--- src/rtl/aes_block_cipher_core_defines.svh ---
// assertion macros for the aes block cipher core
// no dependencies
`ifndef AES_BLOCK_CIPHER_CORE_DEFINES_SVH
`define AES_BLOCK_CIPHER_CORE_DEFINES_SVH
`ifndef ASSERT_OFF
`define AES_ASSERT(label, clk, rst_n, prop, msg) \
    label: assert property (@(posedge clk) disable iff (!rst_n) (prop)) else $error(msg);
`define AES_ASSERT_NORST(label, clk, prop, msg) \
    label: assert property (@(posedge clk) (prop)) else $error(msg);
`else
`define AES_ASSERT(label, clk, rst_n, prop, msg)
`define AES_ASSERT_NORST(label, clk, prop, msg)
`endif
`endif

--- src/rtl/aes_pkg.sv ---
// shared types, tables and round functions for the aes block cipher core
// no dependencies
package aes_pkg;

    localparam int NumRoundKeys = 15;
    localparam int KeyIdxW = 6;
    localparam int RoundW = 4;

    typedef enum logic [2:0] {
        ST_IDLE, ST_EXP_LOAD, ST_EXP_RUN, ST_FETCH, ST_LOAD, ST_ROUND, ST_DONE
    } t_state;

    typedef enum logic [2:0] {
        CFG_MODE = 3'd0, CFG_KEY0 = 3'd1, CFG_KEY1 = 3'd2, CFG_KEY2 = 3'd3, CFG_KEY3 = 3'd4
    } t_cfg_idx;

    // controller -> datapath
    typedef struct packed {
        logic                exp_load;  // load key words 0..7
        logic                exp_step;  // compute one schedule word
        logic [KeyIdxW-1:0]  exp_idx;
        logic                blk_load;  // load block xored with the first round key
        logic                rnd_en;    // apply one round
        logic                rnd_last;
        logic                rnd_first;
        logic [RoundW-1:0]   key_round; // round key to fetch for next step
    } t_dp_cmd;

    localparam logic [7:0] SBOX [256] = '{
 8'h63,8'h7c,8'h77,8'h7b,8'hf2,8'h6b,8'h6f,8'hc5,8'h30,8'h01,8'h67,8'h2b,8'hfe,8'hd7,8'hab,8'h76,
 8'hca,8'h82,8'hc9,8'h7d,8'hfa,8'h59,8'h47,8'hf0,8'had,8'hd4,8'ha2,8'haf,8'h9c,8'ha4,8'h72,8'hc0,
 8'hb7,8'hfd,8'h93,8'h26,8'h36,8'h3f,8'hf7,8'hcc,8'h34,8'ha5,8'he5,8'hf1,8'h71,8'hd8,8'h31,8'h15,
 8'h04,8'hc7,8'h23,8'hc3,8'h18,8'h96,8'h05,8'h9a,8'h07,8'h12,8'h80,8'he2,8'heb,8'h27,8'hb2,8'h75,
 8'h09,8'h83,8'h2c,8'h1a,8'h1b,8'h6e,8'h5a,8'ha0,8'h52,8'h3b,8'hd6,8'hb3,8'h29,8'he3,8'h2f,8'h84,
 8'h53,8'hd1,8'h00,8'hed,8'h20,8'hfc,8'hb1,8'h5b,8'h6a,8'hcb,8'hbe,8'h39,8'h4a,8'h4c,8'h58,8'hcf,
 8'hd0,8'hef,8'haa,8'hfb,8'h43,8'h4d,8'h33,8'h85,8'h45,8'hf9,8'h02,8'h7f,8'h50,8'h3c,8'h9f,8'ha8,
 8'h51,8'ha3,8'h40,8'h8f,8'h92,8'h9d,8'h38,8'hf5,8'hbc,8'hb6,8'hda,8'h21,8'h10,8'hff,8'hf3,8'hd2,
 8'hcd,8'h0c,8'h13,8'hec,8'h5f,8'h97,8'h44,8'h17,8'hc4,8'ha7,8'h7e,8'h3d,8'h64,8'h5d,8'h19,8'h73,
 8'h60,8'h81,8'h4f,8'hdc,8'h22,8'h2a,8'h90,8'h88,8'h46,8'hee,8'hb8,8'h14,8'hde,8'h5e,8'h0b,8'hdb,
 8'he0,8'h32,8'h3a,8'h0a,8'h49,8'h06,8'h24,8'h5c,8'hc2,8'hd3,8'hac,8'h62,8'h91,8'h95,8'he4,8'h79,
 8'he7,8'hc8,8'h37,8'h6d,8'h8d,8'hd5,8'h4e,8'ha9,8'h6c,8'h56,8'hf4,8'hea,8'h65,8'h7a,8'hae,8'h08,
 8'hba,8'h78,8'h25,8'h2e,8'h1c,8'ha6,8'hb4,8'hc6,8'he8,8'hdd,8'h74,8'h1f,8'h4b,8'hbd,8'h8b,8'h8a,
 8'h70,8'h3e,8'hb5,8'h66,8'h48,8'h03,8'hf6,8'h0e,8'h61,8'h35,8'h57,8'hb9,8'h86,8'hc1,8'h1d,8'h9e,
 8'he1,8'hf8,8'h98,8'h11,8'h69,8'hd9,8'h8e,8'h94,8'h9b,8'h1e,8'h87,8'he9,8'hce,8'h55,8'h28,8'hdf,
 8'h8c,8'ha1,8'h89,8'h0d,8'hbf,8'he6,8'h42,8'h68,8'h41,8'h99,8'h2d,8'h0f,8'hb0,8'h54,8'hbb,8'h16
    };

    localparam logic [7:0] REV_SBOX [256] = '{
 8'h52,8'h09,8'h6a,8'hd5,8'h30,8'h36,8'ha5,8'h38,8'hbf,8'h40,8'ha3,8'h9e,8'h81,8'hf3,8'hd7,8'hfb,
 8'h7c,8'he3,8'h39,8'h82,8'h9b,8'h2f,8'hff,8'h87,8'h34,8'h8e,8'h43,8'h44,8'hc4,8'hde,8'he9,8'hcb,
 8'h54,8'h7b,8'h94,8'h32,8'ha6,8'hc2,8'h23,8'h3d,8'hee,8'h4c,8'h95,8'h0b,8'h42,8'hfa,8'hc3,8'h4e,
 8'h08,8'h2e,8'ha1,8'h66,8'h28,8'hd9,8'h24,8'hb2,8'h76,8'h5b,8'ha2,8'h49,8'h6d,8'h8b,8'hd1,8'h25,
 8'h72,8'hf8,8'hf6,8'h64,8'h86,8'h68,8'h98,8'h16,8'hd4,8'ha4,8'h5c,8'hcc,8'h5d,8'h65,8'hb6,8'h92,
 8'h6c,8'h70,8'h48,8'h50,8'hfd,8'hed,8'hb9,8'hda,8'h5e,8'h15,8'h46,8'h57,8'ha7,8'h8d,8'h9d,8'h84,
 8'h90,8'hd8,8'hab,8'h00,8'h8c,8'hbc,8'hd3,8'h0a,8'hf7,8'he4,8'h58,8'h05,8'hb8,8'hb3,8'h45,8'h06,
 8'hd0,8'h2c,8'h1e,8'h8f,8'hca,8'h3f,8'h0f,8'h02,8'hc1,8'haf,8'hbd,8'h03,8'h01,8'h13,8'h8a,8'h6b,
 8'h3a,8'h91,8'h11,8'h41,8'h4f,8'h67,8'hdc,8'hea,8'h97,8'hf2,8'hcf,8'hce,8'hf0,8'hb4,8'he6,8'h73,
 8'h96,8'hac,8'h74,8'h22,8'he7,8'had,8'h35,8'h85,8'he2,8'hf9,8'h37,8'he8,8'h1c,8'h75,8'hdf,8'h6e,
 8'h47,8'hf1,8'h1a,8'h71,8'h1d,8'h29,8'hc5,8'h89,8'h6f,8'hb7,8'h62,8'h0e,8'haa,8'h18,8'hbe,8'h1b,
 8'hfc,8'h56,8'h3e,8'h4b,8'hc6,8'hd2,8'h79,8'h20,8'h9a,8'hdb,8'hc0,8'hfe,8'h78,8'hcd,8'h5a,8'hf4,
 8'h1f,8'hdd,8'ha8,8'h33,8'h88,8'h07,8'hc7,8'h31,8'hb1,8'h12,8'h10,8'h59,8'h27,8'h80,8'hec,8'h5f,
 8'h60,8'h51,8'h7f,8'ha9,8'h19,8'hb5,8'h4a,8'h0d,8'h2d,8'he5,8'h7a,8'h9f,8'h93,8'hc9,8'h9c,8'hef,
 8'ha0,8'he0,8'h3b,8'h4d,8'hae,8'h2a,8'hf5,8'hb0,8'hc8,8'heb,8'hbb,8'h3c,8'h83,8'h53,8'h99,8'h61,
 8'h17,8'h2b,8'h04,8'h7e,8'hba,8'h77,8'hd6,8'h26,8'he1,8'h69,8'h14,8'h63,8'h55,8'h21,8'h0c,8'h7d
    };

    function automatic logic [7:0] xt(input logic [7:0] x);
        return {x[6:0], 1'b0} ^ (x[7] ? 8'h1b : 8'h00);
    endfunction

    function automatic logic [31:0] word_subst(input logic [31:0] w);
        return {SBOX[w[31:24]], SBOX[w[23:16]], SBOX[w[15:8]], SBOX[w[7:0]]};
    endfunction

    // byte i of the state is bits [127-8i -: 8]
    function automatic logic [127:0] byte_subst(input logic [127:0] s, input logic inv);
        logic [127:0] o;
        for (int i = 0; i < 16; i++)
            o[127-8*i -: 8] = inv ? REV_SBOX[s[127-8*i -: 8]] : SBOX[s[127-8*i -: 8]];
        return o;
    endfunction

    function automatic logic [127:0] row_rotate(input logic [127:0] s, input logic inv);
        logic [127:0] o;
        int src;
        for (int c = 0; c < 4; c++)
            for (int r = 0; r < 4; r++) begin
                src = inv ? ((c + 4 - r) & 3) : ((c + r) & 3);
                o[127-8*(4*c+r) -: 8] = s[127-8*(4*src+r) -: 8];
            end
        return o;
    endfunction

    function automatic logic [31:0] mix_col(input logic [31:0] a, input logic inv);
        logic [7:0] b [4];
        logic [7:0] x2 [4];
        logic [7:0] x4 [4];
        logic [7:0] x8 [4];
        logic [7:0] m9 [4];
        logic [7:0] mb [4];
        logic [7:0] md [4];
        logic [7:0] me [4];
        logic [31:0] o;
        for (int k = 0; k < 4; k++) begin
            b[k] = a[31-8*k -: 8];
            x2[k] = xt(b[k]);
            x4[k] = xt(x2[k]);
            x8[k] = xt(x4[k]);
            m9[k] = x8[k] ^ b[k];
            mb[k] = x8[k] ^ x2[k] ^ b[k];
            md[k] = x8[k] ^ x4[k] ^ b[k];
            me[k] = x8[k] ^ x4[k] ^ x2[k];
        end
        for (int r = 0; r < 4; r++) begin
            if (inv)
                o[31-8*r -: 8] = me[r] ^ mb[(r+1)&3] ^ md[(r+2)&3] ^ m9[(r+3)&3];
            else
                o[31-8*r -: 8] = x2[r] ^ x2[(r+1)&3] ^ b[(r+1)&3] ^ b[(r+2)&3] ^ b[(r+3)&3];
        end
        return o;
    endfunction

    function automatic logic [127:0] mix_cols(input logic [127:0] s, input logic inv);
        logic [127:0] o;
        for (int c = 0; c < 4; c++) o[127-32*c -: 32] = mix_col(s[127-32*c -: 32], inv);
        return o;
    endfunction

endpackage

--- src/rtl/aes_ctrl.sv ---
// controller for the aes core: key schedule sequencing and round counting
// depends on aes_pkg and aes_block_cipher_core_defines.svh
`include "aes_block_cipher_core_defines.svh"
module aes_ctrl import aes_pkg::*; (
    input  logic    i_clk,
    input  logic    i_rst_n,
    input  logic    i_start,
    input  logic    i_command,
    input  logic    i_mode,
    input  logic    i_key_write,
    output logic    o_busy,
    output logic    o_done,
    output t_dp_cmd o_cmd
);
    t_state r_state, n_state;
    logic r_ready, n_ready;
    logic [KeyIdxW-1:0] r_idx, n_idx;
    logic [RoundW-1:0] r_rnd, n_rnd;
    logic r_dec, n_dec;
    logic [RoundW-1:0] nrounds;
    logic [KeyIdxW-1:0] total;

    assign nrounds = i_mode ? RoundW'(14) : RoundW'(10);
    assign total   = i_mode ? KeyIdxW'(60) : KeyIdxW'(44);

    always_ff @(posedge i_clk) begin
        if (!i_rst_n) begin
            r_state <= ST_IDLE;
            r_ready <= 1'b0;
            r_idx   <= '0;
            r_rnd   <= '0;
            r_dec   <= 1'b0;
        end else begin
            r_state <= n_state;
            r_ready <= n_ready;
            r_idx   <= n_idx;
            r_rnd   <= n_rnd;
            r_dec   <= n_dec;
        end
    end

    always_comb begin
        n_state = r_state;
        n_ready = i_key_write ? 1'b0 : r_ready;
        n_idx   = r_idx;
        n_rnd   = r_rnd;
        n_dec   = r_dec;
        o_cmd   = '0;
        o_done  = 1'b0;
        o_busy  = (r_state != ST_IDLE);
        o_cmd.exp_idx = r_idx;
        unique case (r_state)
            ST_IDLE: begin
                // prefetch the first round key for the incoming command
                o_cmd.key_round = i_command ? nrounds : RoundW'(0);
                if (i_start) begin
                    n_dec   = i_command;
                    n_state = r_ready ? ST_LOAD : ST_EXP_LOAD;
                end
            end
            ST_EXP_LOAD: begin
                o_cmd.exp_load = 1'b1;
                n_idx   = i_mode ? KeyIdxW'(8) : KeyIdxW'(4);
                n_state = ST_EXP_RUN;
            end
            ST_EXP_RUN: begin
                o_cmd.exp_step = 1'b1;
                n_idx = r_idx + KeyIdxW'(1);
                if (r_idx == total - KeyIdxW'(1)) begin
                    n_ready = 1'b1;
                    n_state = ST_FETCH;
                end
            end
            ST_FETCH: begin
                // last schedule word is now in the store
                o_cmd.key_round = r_dec ? nrounds : RoundW'(0);
                n_state = ST_LOAD;
            end
            ST_LOAD: begin
                // add initial key; fetch next round key
                o_cmd.blk_load  = 1'b1;
                o_cmd.key_round = r_dec ? nrounds - RoundW'(1) : RoundW'(1);
                n_rnd   = RoundW'(1);
                n_state = ST_ROUND;
            end
            ST_ROUND: begin
                o_cmd.rnd_en    = 1'b1;
                o_cmd.rnd_last  = (r_rnd == nrounds);
                o_cmd.rnd_first = (r_rnd == RoundW'(1));
                if (r_rnd != nrounds)
                    o_cmd.key_round = r_dec ? nrounds - r_rnd - RoundW'(1)
                                            : r_rnd + RoundW'(1);
                n_rnd = r_rnd + RoundW'(1);
                if (r_rnd == nrounds) n_state = ST_DONE;
            end
            ST_DONE: begin
                o_done  = 1'b1;
                n_state = ST_IDLE;
            end
            default: n_state = ST_IDLE;
        endcase
    end

    `AES_ASSERT(a_done_idle, i_clk, i_rst_n, o_done |=> r_state == ST_IDLE, "done not followed by idle")
    `AES_ASSERT(a_round_ready, i_clk, i_rst_n, (r_state == ST_ROUND) |-> r_ready, "round without schedule")
    `AES_ASSERT(a_round_bound, i_clk, i_rst_n, (r_state == ST_ROUND) |-> (r_rnd <= nrounds), "round count overrun")
endmodule

--- config.mk ---
export PLATFORM = sky130hd
export DESIGN_NAME = aes_ctrl
export DESIGN_NICKNAME = d
export VERILOG_FILES = /design/src/rtl/aes_pkg.sv /design/src/rtl/aes_ctrl.sv
export VERILOG_INCLUDE_DIRS = /design/src /design/src/rtl
export SDC_FILE = /design/constraint.sdc
export NUM_CORES = 1
export LEC_CHECK = 0
export ABC_CLOCK_PERIOD_IN_PS = 2900
export BUFFER_PORTS_ARGS = -buffer_cell sky130_fd_sc_hd__buf_2
export CORE_MARGIN = 2
export CORE_UTILIZATION = 56
export DETAILED_ROUTE_END_ITERATION = 8
export PLACE_DENSITY = 0.91
export SYNTH_ARGS = -nofsm -noshare
export SYNTH_HDL_FRONTEND = slang
export SYNTH_SLANG_ARGS = --single-unit
--- constraint.sdc ---
create_clock -name i_clk -period 2.9 [get_ports i_clk]
set_clock_uncertainty 0.15 [all_clocks]
set_input_delay 0.29 -clock i_clk [delete_from_list [all_inputs] [get_ports i_clk]]
set_output_delay 0.29 -clock i_clk [all_outputs]
set_load 0.02 [all_outputs]
# Yosys cells after proc, flatten, opt, wreduce, memory -nomap -nowiden

Index checks and enable logic that the tools add are counted.

Bits in registers: 15
Input port bits: 6
Output and inout bits: 18
Logic and storage cells: 54

Add/sub/neg operators: 6
Eq/ne operators: 13
Multiplexer cells: 24
Reductions and logical operators: 6

Operators by type and width:

| operator                                                               | count |
|---|---|
| 4-bit 2-to-1 mux                                                       | 6 |
| 3-bit 2-to-1 mux                                                       | 6 |
| 3-bit one-hot mux with 6 select lines                                  | 1 |
| 4-bit one-hot mux with 4 select lines                                  | 1 |
| 6-bit one-hot mux with 2 select lines                                  | 1 |
| 3-bit equality test (second input constant)                            | 3 |
| 4-bit one-hot mux with 2 select lines                                  | 1 |
| 4-bit by 1-bit subtractor with 4-bit output (second input constant)    | 2 |
| 1-bit 2-to-1 mux                                                       | 7 |
| 6-bit by 1-bit adder with 6-bit output (second input constant)         | 1 |
| 3-bit by 2-bit equality test with 1-bit output (second input constant) | 2 |
| 6-bit equality test                                                    | 1 |
| 2-bit inequality test (second input constant)                          | 3 |
| 6-bit by 1-bit subtractor with 6-bit output (second input constant)    | 1 |
| 5-bit 2-to-1 mux                                                       | 1 |
| 4-bit by 1-bit adder with 4-bit output (second input constant)         | 1 |
| 4-bit by 1-bit equality test with 1-bit output (second input constant) | 1 |
| 4-bit equality test                                                    | 1 |
| 4-bit inequality test                                                  | 1 |
| 2-bit nonzero test                                                     | 2 |
| 4-bit subtractor                                                       | 1 |
| 3-bit by 1-bit equality test with 1-bit output (second input constant) | 1 |
| 3-bit zero test                                                        | 1 |
| 3-bit AND reduction                                                    | 1 |
| other kinds (2)                                                        | 2 |

# Depth between registers and ports, before layout

Gate-level depths: netlist (run 1).

Word-level depth: 6
Mapped depth: 6
Mapped depth without buffers: 5

# Worst setup path after synthesis (run 1)

No wires, ideal clock.

Path type: register -> output
Start point: reg r_rnd[2]
End point: out o_cmd[3] in the netlist's numbering
Arrival: 1.721 ns
Required time: 2.460 ns
Path slack: 0.739 ns
Cell stages (with the launch flop): 7
Path buffers: 1
Cells stage by stage: dfxtp_1 clkbuf_1 inv_1 ha_1 nand3_1 nand2_1 o31ai_1

RTL lines:

| item                     | line           | text |
|---|---|---|
| start: declaration       | aes_ctrl.sv:18 | `logic [RoundW-1:0] r_rnd, n_rnd;` |
| start signal: assignment | aes_ctrl.sv:37 | `r_rnd <= n_rnd;` |
| end: declaration         | aes_ctrl.sv:13 | `output t_dp_cmd o_cmd` |

==> results of run 1 <==
kinds of logic after synthesis:
| kind of cell | share of synthesized area (%) |
|---|---|
| simple gates | 30.20 |
| compound gates | 18.07 |
| buf+inv | 8.167 |
| flops | 29.70 |
| fa+ha+maj | 8.168 |
| mux | 3.961 |
| xor+xnor | 1.733 |
state kept, by name, summed over array words and instances, names as in the netlist:
| register | cells |
|---|---|
| r_state | 3 |
| r_ready | 1 |
| r_dec | 1 |
| r_rnd | 4 |
| r_idx | 6 |
report_power, final:
group          total, W  switching (W)  internal (W)
clock          0.000125      0.0000713     0.0000535
combinational  0.000121      0.0000746     0.0000468
sequential     0.000242      0.0000250      0.000217
per-layer routing:
| metal | vias up | routed length (µm) |
|---|---|---|
| met5 | - | 0 |
| met3 | 6 | 151 |
| met1 | 502 | 1098 |
| li1 | 493 | - |
| met4 | 0 | 31 |
| met2 | 37 | 1266 |
Yosys cell counts, types with 2 or more instances:
| library cell | instances | area, µm² |
|---|---|---|
| nand2b_1 | 5 | 31.28 |
| xor2_1 | 2 | 17.52 |
| o32a_1 | 2 | 20.02 |
| nand3_1 | 6 | 30.03 |
| o21ai_0 | 7 | 35.03 |
| and3b_1 | 2 | 17.52 |
| nor4bb_1 | 2 | 20.02 |
| or3_1 | 3 | 18.77 |
| nand2_1 | 11 | 41.29 |
| o32ai_1 | 2 | 17.52 |
| mux2i_1 | 4 | 40.04 |
| ha_1 | 5 | 62.56 |
| inv_1 | 12 | 45.04 |
| o22ai_1 | 2 | 12.51 |
| nor2_1 | 8 | 30.03 |
| and3_1 | 2 | 12.51 |
| a21oi_1 | 10 | 50.05 |
| nor4b_1 | 3 | 26.28 |
| clkbuf_1 | 6 | 22.52 |
| nand4b_1 | 2 | 17.52 |
| dfxtp_1 | 15 | 300.3 |
through the flow:
stage	util, %	cells	cell area, µm²	setup WS, ns	hold WS [ns]
after CTS	67.33	173	1150	0.5639	0.1086
after floorplan	-	128	1011	0.7389	0.2872
after global routing	67.33	173	1150	0.3356	0.1325
final	67.33	173	1150	0.5225	0.1056
after detailed placement	65.79	169	1124	0.8464	0.3428
after global placement	65.79	169	1124	0.8776	0.3336
cells in the final DEF, fill, tap and decap left out, types with 2 or more instances in the layout:
master    count
buf_2        23
nand2_1      11
or3_1         3
dfxtp_1      15
nor2_1        8
clkbuf_4      3
mux2i_1       4
inv_1        12
nor4b_1       3
nand2b_1      5
nand3_1       6
a21oi_1      10
o32ai_1       2
o22ai_1       2
and3b_1       2
nand4b_1      2
nor4bb_1      2
o21ai_0       7
xor2_1        2
o32a_1        2
ha_1          5
and3_1        2
path summary, 6_finish.rpt:
check        startpoint         to  depth (start not counted)
max          r_state[1]  o_cmd[14]                          3
min           i_command      r_dec                          3
max reg2reg  r_state[1]   r_idx[4]                          3
min reg2reg    r_idx[1]   r_idx[1]                          2
layout make-up:
type / instances / area (µm²)
flip-flops and latches: 15 / 300.3
fillers: 145 / 558.0
well taps: 25 / 31.28
inverters: 13 / 48.80
clock buffers: 4 / 26.28
multi-input cells: 93 / 628.1
repair buffers: 23 / 115.1
worst max-delay path, stage by stage, from the launching register on:
cell	delay (ns)
dfxtp_1	0.60
or3b_1	0.57
inv_1	0.26
buf_2	0.21
==> results by group, run 1 <==
Status
  – Outcome: finished, final reports clean

Finish
  – Ant. Diodes: 0
  – Share of layout cells above drive strength 1: 18.24%
  – Post-layout nets: 161
  – Layout area overhead: 13.74%

STA
  – TNS Setup: 0 ns
  – Worst-Margin Slew: 0.5055 ns
  – Final Cycle Share: 81.98%
  – Final Max Slew Viols: 0
  – Relative slew slack: 66.25%
  – Max frequency: 420.6 MHz
  – Final Hold Violating Endpoints: 0
  – Final setup fails: 0
  – RSZ-0062 raised after global routing: no
  – Fin crit period: 2.378 ns

Critical path
  – CP Max Fanout: 14
  – Reg2reg setup slack: 0.84 ns
  – WS Path Type: reg2out
  – CP endpoint kind: output port
  – Worst EP arrival: 1.94 ns
  – WP data required: 2.46 ns
  – CP Launch Type: flop

Min path
  – Hold Crit Class: in2reg

Die
  – DIE WIDTH: 46.49 µm
  – Core Region: 0.001708 mm²
  – Row cnt: 15
  – I/O pins: 24
  – Starting Density: 59.19%
  – Die H: 46.49 µm
  – Die ar.: 0.002161 mm²

CTS
  – Clock Tree Root: clkbuf_4
  – Clk_lat worst skew: 0.29 ns
  – Longest Clk Path Bufs: 2
  – Setup repair bufs after CTS: 0
  – Htree depth: 1
  – Clk slew on worst S/H paths: 0.09 ns
  – CTS tree: yes
  – Post-CTS resize count: 0
  – Post-cts hold buffer count: 0
  – Clk sinks: 15
  – Total CTS buffers: 3

GRT
  – Vias in the first global route: 917
  – First-pass GRT wire length: 3988 µm
  – GR Util met3: 3.922%
  – Grt ovf: 0
  – Initial antenna violation count: 0
  – GR peak layer: met2
  – Met1 usage: 33.81%
  – Tot GR Track Use: 25.54%
  – Met2 Usage GRT: 41.39%
  – Largest net degree at the start of global routing: 16

Routing
  – Vias per inst: 6.000
  – Final ANT Viol Nets: 0
  – DRT iter0 DRCs: 22
  – Via total after detailed routing: 1038
  – Drt pass-1 iters: 4
  – DRC: 0
  – WL/cell: 14.72 µm
  – Final WL: 2547 µm

Place
  – Dpl hpwl: 1765 µm
  – Port Buffers: 23
  – RD Place Congestion: 0.8926

Synth
  – Syn Area/Cell: 7.898 µm²
  – Register bit count reported by yosys: 15
  – Synth Warn #: 0
  – Mapped cell area: 0.001011 mm²
  – Syn Nets: 140
  – Synthesized netlist cell count: 128
  – Register area share after synthesis: 29.70%
  – Ys async rst share: 0%
  – Number of enable flip-flop cells after synthesis: 0
  – Primary FF master, synth: dfxtp_1
  – Netlist cell types: 38

Power and ir drop
  – Leakage: 0.5250 nW
  – Design Power: 0.0004881 W
  – Pwr Density: 424.5 mW/mm²
  – Peak supply drop: 0.3748 mV

Run
  – # Max-Cap Violations: 0
No activity file was read; power rests on OpenSTA's default activity.
==> run 2: changes to the inputs <==
--- a/config.mk
+++ b/config.mk
@@ -6,12 +6,12 @@
 export SDC_FILE = /design/constraint.sdc
 export NUM_CORES = 1
 export LEC_CHECK = 0
-export ABC_CLOCK_PERIOD_IN_PS = 2900
+export ABC_CLOCK_PERIOD_IN_PS = 2110
 export BUFFER_PORTS_ARGS = -buffer_cell sky130_fd_sc_hd__buf_2
 export CORE_MARGIN = 2
-export CORE_UTILIZATION = 56
+export CORE_UTILIZATION = 47
 export DETAILED_ROUTE_END_ITERATION = 8
-export PLACE_DENSITY = 0.91
+export PLACE_DENSITY = 0.82
 export SYNTH_ARGS = -nofsm -noshare
 export SYNTH_HDL_FRONTEND = slang
 export SYNTH_SLANG_ARGS = --single-unit
==> constraint.sdc (replaced) <==
create_clock -name i_clk -period 2.11 [get_ports i_clk]
set_clock_uncertainty 0.15 [all_clocks]
set_input_delay 0.211 -clock i_clk [delete_from_list [all_inputs] [get_ports i_clk]]
set_output_delay 0.211 -clock i_clk [all_outputs]
set_load 0.02 [all_outputs]
==> results by group, run 2 (same netlist as run 1, synthesis figures left out) <==
GRT
  – Tot GR Track Use: 21.49%
  – Grt ovf: 0
  – First-pass GRT wire length: 4209 µm
  – Initial antenna violation count: 0
  – Vias in the first global route: 953
  – Largest net degree at the start of global routing: 12

STA
  – Hold WS: 0.01507 ns
  – Final setup fails: 0
  – Final Cycle Share: 97.13%
  – RSZ-0062 raised after global routing: yes
  – Worst-Margin Slew: 0.3529 ns
  – Max frequency: 488.0 MHz
  – Final worst-path setup slack: 0.06064 ns
  – Relative slew slack: 76.14%
  – Fin crit period: 2.049 ns
  – Final Hold Violating Endpoints: 0
  – Final Max Slew Viols: 0
  – TNS Setup: 0 ns

Die
  – Row cnt: 16
  – DIE WIDTH: 50.38 µm
  – Die H: 50.38 µm
  – I/O pins: 24
  – Starting Density: 50.50%
  – Die ar.: 0.002538 mm²
  – Core Region: 0.002002 mm²

Critical path
  – WS Path Type: reg2out
  – Slowest CP cell: dfxtp_4
  – WP data required: 1.75 ns
  – Crit path cell chain: fa_2 > nand2b_4 > and3b_1 > o31ai_1 > buf_2
  – Critical Path Max Stage Delay: 0.37 ns
  – CP endpoint kind: output port
  – Worst EP arrival: 1.69 ns
  – CP Launch Type: flop
  – CP Max Fanout: 3

Routing
  – DRC: 0
  – Final ANT Viol Nets: 0
  – Drt pass-1 iters: 4
  – WL/cell: 13.42 µm
  – Final WL: 2443 µm
  – Via total after detailed routing: 1023
  – Vias per inst: 5.621
  – DRT iter0 DRCs: 27

Place
  – RD Place Congestion: 0.8297
  – Port Buffers: 23
  – Placed Area: 0.001156 mm²
  – Place WS: 0.1861 ns
  – Dpl hpwl: 1753 µm
  – Placed insts: 175

Power and ir drop
  – Leakage: 0.5691 nW
  – Peak supply drop: 0.3161 mV
  – Pwr Density: 553.8 mW/mm²

Finish
  – Max reg flops: 6
  – Ant. Diodes: 0
  – Commonest non-fill, non-tap cell in the layout: buf_2
  – Post-Layout Inst Area: 0.001231 mm²
  – Layout area overhead: 21.78%
  – Post-layout nets: 168
  – Fin cells: 182
  – Largest Register: r_idx
  – Largest regs: r_idx x6, r_rnd x4, r_state x3
  – Share of layout cells above drive strength 1: 27.10%
  – Most frequent cells in the layout: buf_2 (23), inv_1 (12), nand2_1 (11), dfxtp_1 (11), a21oi_1 (10)

CTS
  – CTS tree: yes
  – Htree depth: 1
  – Clock Tree Root: clkbuf_4
  – Clk_lat worst skew: 0.29 ns
  – Post-cts hold buffer count: 0
  – Clk sinks: 15
  – Clk slew on worst S/H paths: 0.10 ns
  – Longest Clk Path Bufs: 2
  – Total CTS buffers: 3

Run
  – # Max-Cap Violations: 0

Min path
  – Hold Crit Class: in2reg

Status
  – Outcome: finished, final reports clean
==> run 2: timing repair <==
item / 4_1_cts / 5_1_grt
endpoints found under the setup margin: 3 / 4
pin swaps: 0 / 3
resized for setup: 3 / 6
buffers inserted: 2 / 1
==> run 2: report_power, final <==
group	internal, W	leakage (nW)	switching (W)
Clock	0.0000735	0.0150	0.000100
Combinational	0.0000753	0.430	0.000114
Sequential	0.000297	0.124	0.0000219
Total	0.000446	0.569	0.000236
==> run 2: area by class of cell <==
class | instances | area, µm²
repair buffers | 30 | 167.7
flip-flops and latches | 15 | 307.8
clock buffers | 4 | 26.28
well taps | 27 | 33.78
fillers | 174 | 770.7
multi-input cells | 93 | 646.9
inverters | 13 | 48.80
==> run 2: through the flow <==
step | utilization [%] | total power (W)
CTS | 60.06 | 0.0006707
detailed placement | 57.75 | 0.0005077
floorplan | - | 0.0004541
finish | 61.50 | 0.0006819
global route | 61.50 | 0.0007182
global placement | 57.75 | 0.0005033
==> run 2: final timing paths <==
check             startpoint        to  slack [ns]  cells after the start
hold / removal     i_command     r_dec        0.02                      3
setup reg to reg  r_state[1]  r_idx[3]        0.37                      5
hold reg to reg     r_idx[1]  r_idx[1]        0.37                      2
setup / recovery    r_rnd[2]  o_cmd[3]        0.06                      5
==> run 2: routing by layer <==
layer | GRT usage, % | wire (µm)
met1 | 27.89 | 1089
met2 | 33.99 | 1173
met3 | 4.167 | 137
met4 | 10.36 | 43
met5 | 0 | 0
==> run 2: critical path, delay by kind of cell, from the launching register on <==
family	cells	cell delay, ns
DFF	1	0.37
adders and majority gates	1	0.32
and+or+nand+nor	2	0.31
AOI/OAI and AO/OA	1	0.21
buffers and inverters	1	0.20
==> run 3: changes to the inputs <==
--- a/config.mk
+++ b/config.mk
@@ -9,9 +9,9 @@
 export ABC_CLOCK_PERIOD_IN_PS = 2110
 export BUFFER_PORTS_ARGS = -buffer_cell sky130_fd_sc_hd__buf_2
 export CORE_MARGIN = 2
-export CORE_UTILIZATION = 47
+export CORE_UTILIZATION = 34
 export DETAILED_ROUTE_END_ITERATION = 8
-export PLACE_DENSITY = 0.82
+export PLACE_DENSITY = 0.65
 export SYNTH_ARGS = -nofsm -noshare
 export SYNTH_HDL_FRONTEND = slang
 export SYNTH_SLANG_ARGS = --single-unit
==> results by group, run 3 (same netlist as run 1, synthesis figures left out) <==
Critical path
  – Reg2reg setup slack: 0.31 ns
  – CP endpoint kind: output port
  – CP Launch Type: flop
  – WS Path Type: reg2out
  – CP Max Fanout: 4
  – Worst EP arrival: 1.70 ns
  – WP data required: 1.75 ns

Place
  – Placed insts: 180
  – RD Place Congestion: 0.7901
  – Dpl hpwl: 1812 µm
  – Port Buffers: 23

GRT
  – Vias in the first global route: 903
  – First-pass GRT wire length: 4077 µm
  – Initial antenna violation count: 0
  – Tot GR Track Use: 15.17%
  – Largest net degree at the start of global routing: 12
  – Grt ovf: 0

CTS
  – CTS tree: yes
  – Clk sinks: 15
  – Post-cts hold buffer count: 0
  – Clk_lat worst skew: 0.28 ns
  – Total CTS buffers: 3
  – Longest Clk Path Bufs: 2
  – Clk slew on worst S/H paths: 0.09 ns
  – Htree depth: 1
  – Clock Tree Root: clkbuf_4

STA
  – Final Max Slew Viols: 0
  – Hold WS: 0.03748 ns
  – Max frequency: 485.4 MHz
  – Final Hold Violating Endpoints: 0
  – Final setup fails: 0
  – RSZ-0062 raised after global routing: yes
  – Worst-Margin Slew: 0.3512 ns
  – Fin crit period: 2.060 ns
  – Final Cycle Share: 97.64%
  – Relative slew slack: 76.25%

Routing
  – DRT iter0 DRCs: 21
  – Via total after detailed routing: 985
  – Drt pass-1 iters: 4
  – WL/cell: 12.91 µm
  – Final WL: 2402 µm
  – Vias per inst: 5.296
  – Final ANT Viol Nets: 0
  – DRC: 0

Finish
  – Commonest non-fill, non-tap cell in the layout: buf_2
  – Share of layout cells above drive strength 1: 27.10%
  – Largest Register: r_idx
  – Max reg flops: 6
  – Largest regs: r_idx x6, r_rnd x4, r_state x3
  – Layout area overhead: 22.15%
  – Post-layout nets: 168
  – Most frequent cells in the layout: buf_2 (23), dfxtp_1 (12), inv_1 (11)
  – Ant. Diodes: 0
  – Fin cells: 186

Power and ir drop
  – Design Power: 0.0006719 W
  – Peak supply drop: 0.4908 mV
  – Leakage: 0.5644 nW
  – Pwr Density: 544.1 mW/mm²

Die
  – I/O pins: 24
  – DIE WIDTH: 58.53 µm
  – Core Region: 0.002781 mm²
  – Die ar.: 0.003426 mm²
  – Row cnt: 19
  – Die H: 58.53 µm
  – Starting Density: 36.35%

Run
  – # Max-Cap Violations: 0

Status
  – Outcome: finished, final reports clean

Min path
  – Hold Crit Class: in2reg
## run 3: worst paths after layout
path                    from        to  depth (start not counted)
hold / removal     i_command     r_dec                          3
setup / recovery    r_rnd[1]  o_cmd[3]                          5
hold reg to reg     r_idx[5]  r_idx[5]                          2
setup reg to reg  r_state[2]  r_idx[4]                          3
## run 3: routing by layer
metal	routed length, µm	share of wire [%]	up-vias	GRT usage, %
met5	0	0	-	0
met4	19	0.79	0	4.983
met3	94	3.9	2	3.956
met2	1192	50	15	24.40
met1	1095	46	456	19.73
li1	-	-	512	-
## run 3: area by class of cell
type,count,area [µm²]
sequential,15,306.5
clock buffer,4,26.28
inverter,13,48.80
fill,282,1546
timing repair buffer,30,167.7
multi-input combinational,93,646.9
tap,31,38.79
## run 3: metrics by stage
step	setup slack, ns	TNS [ns]	cell area, µm²	util [%]
2_1_floorplan	0.02791	0	1011	-
3_3_place_gp	0.2312	0	1169	42.02
3_5_place_dp	0.1853	0	1169	42.02
4_1_cts	0.004949	0	1214	43.63
5_1_grt	-0.05775	-0.05775	1235	44.40
6_report	0.04969	0	1235	44.40
## run 3: power breakdown
part           internal, W  switching (W)
registers         0.000297      0.0000227
logic            0.0000744       0.000113
clock network    0.0000734      0.0000912
## run 3: repair_timing
item | in CTS | in global routing
setup endpoints to repair | 3 | 4
buffers inserted | 1 | 1
gates resized for setup | 3 | 6
pin swaps | 0 | 3
## run 3: critical path, cell delays in order, from the launching register on
cell and delay, ns:
dfxtp_2 0.36, fa_2 0.35, nand2b_4 0.14, and3b_1 0.16, o31ai_1 0.22, buf_2 0.20
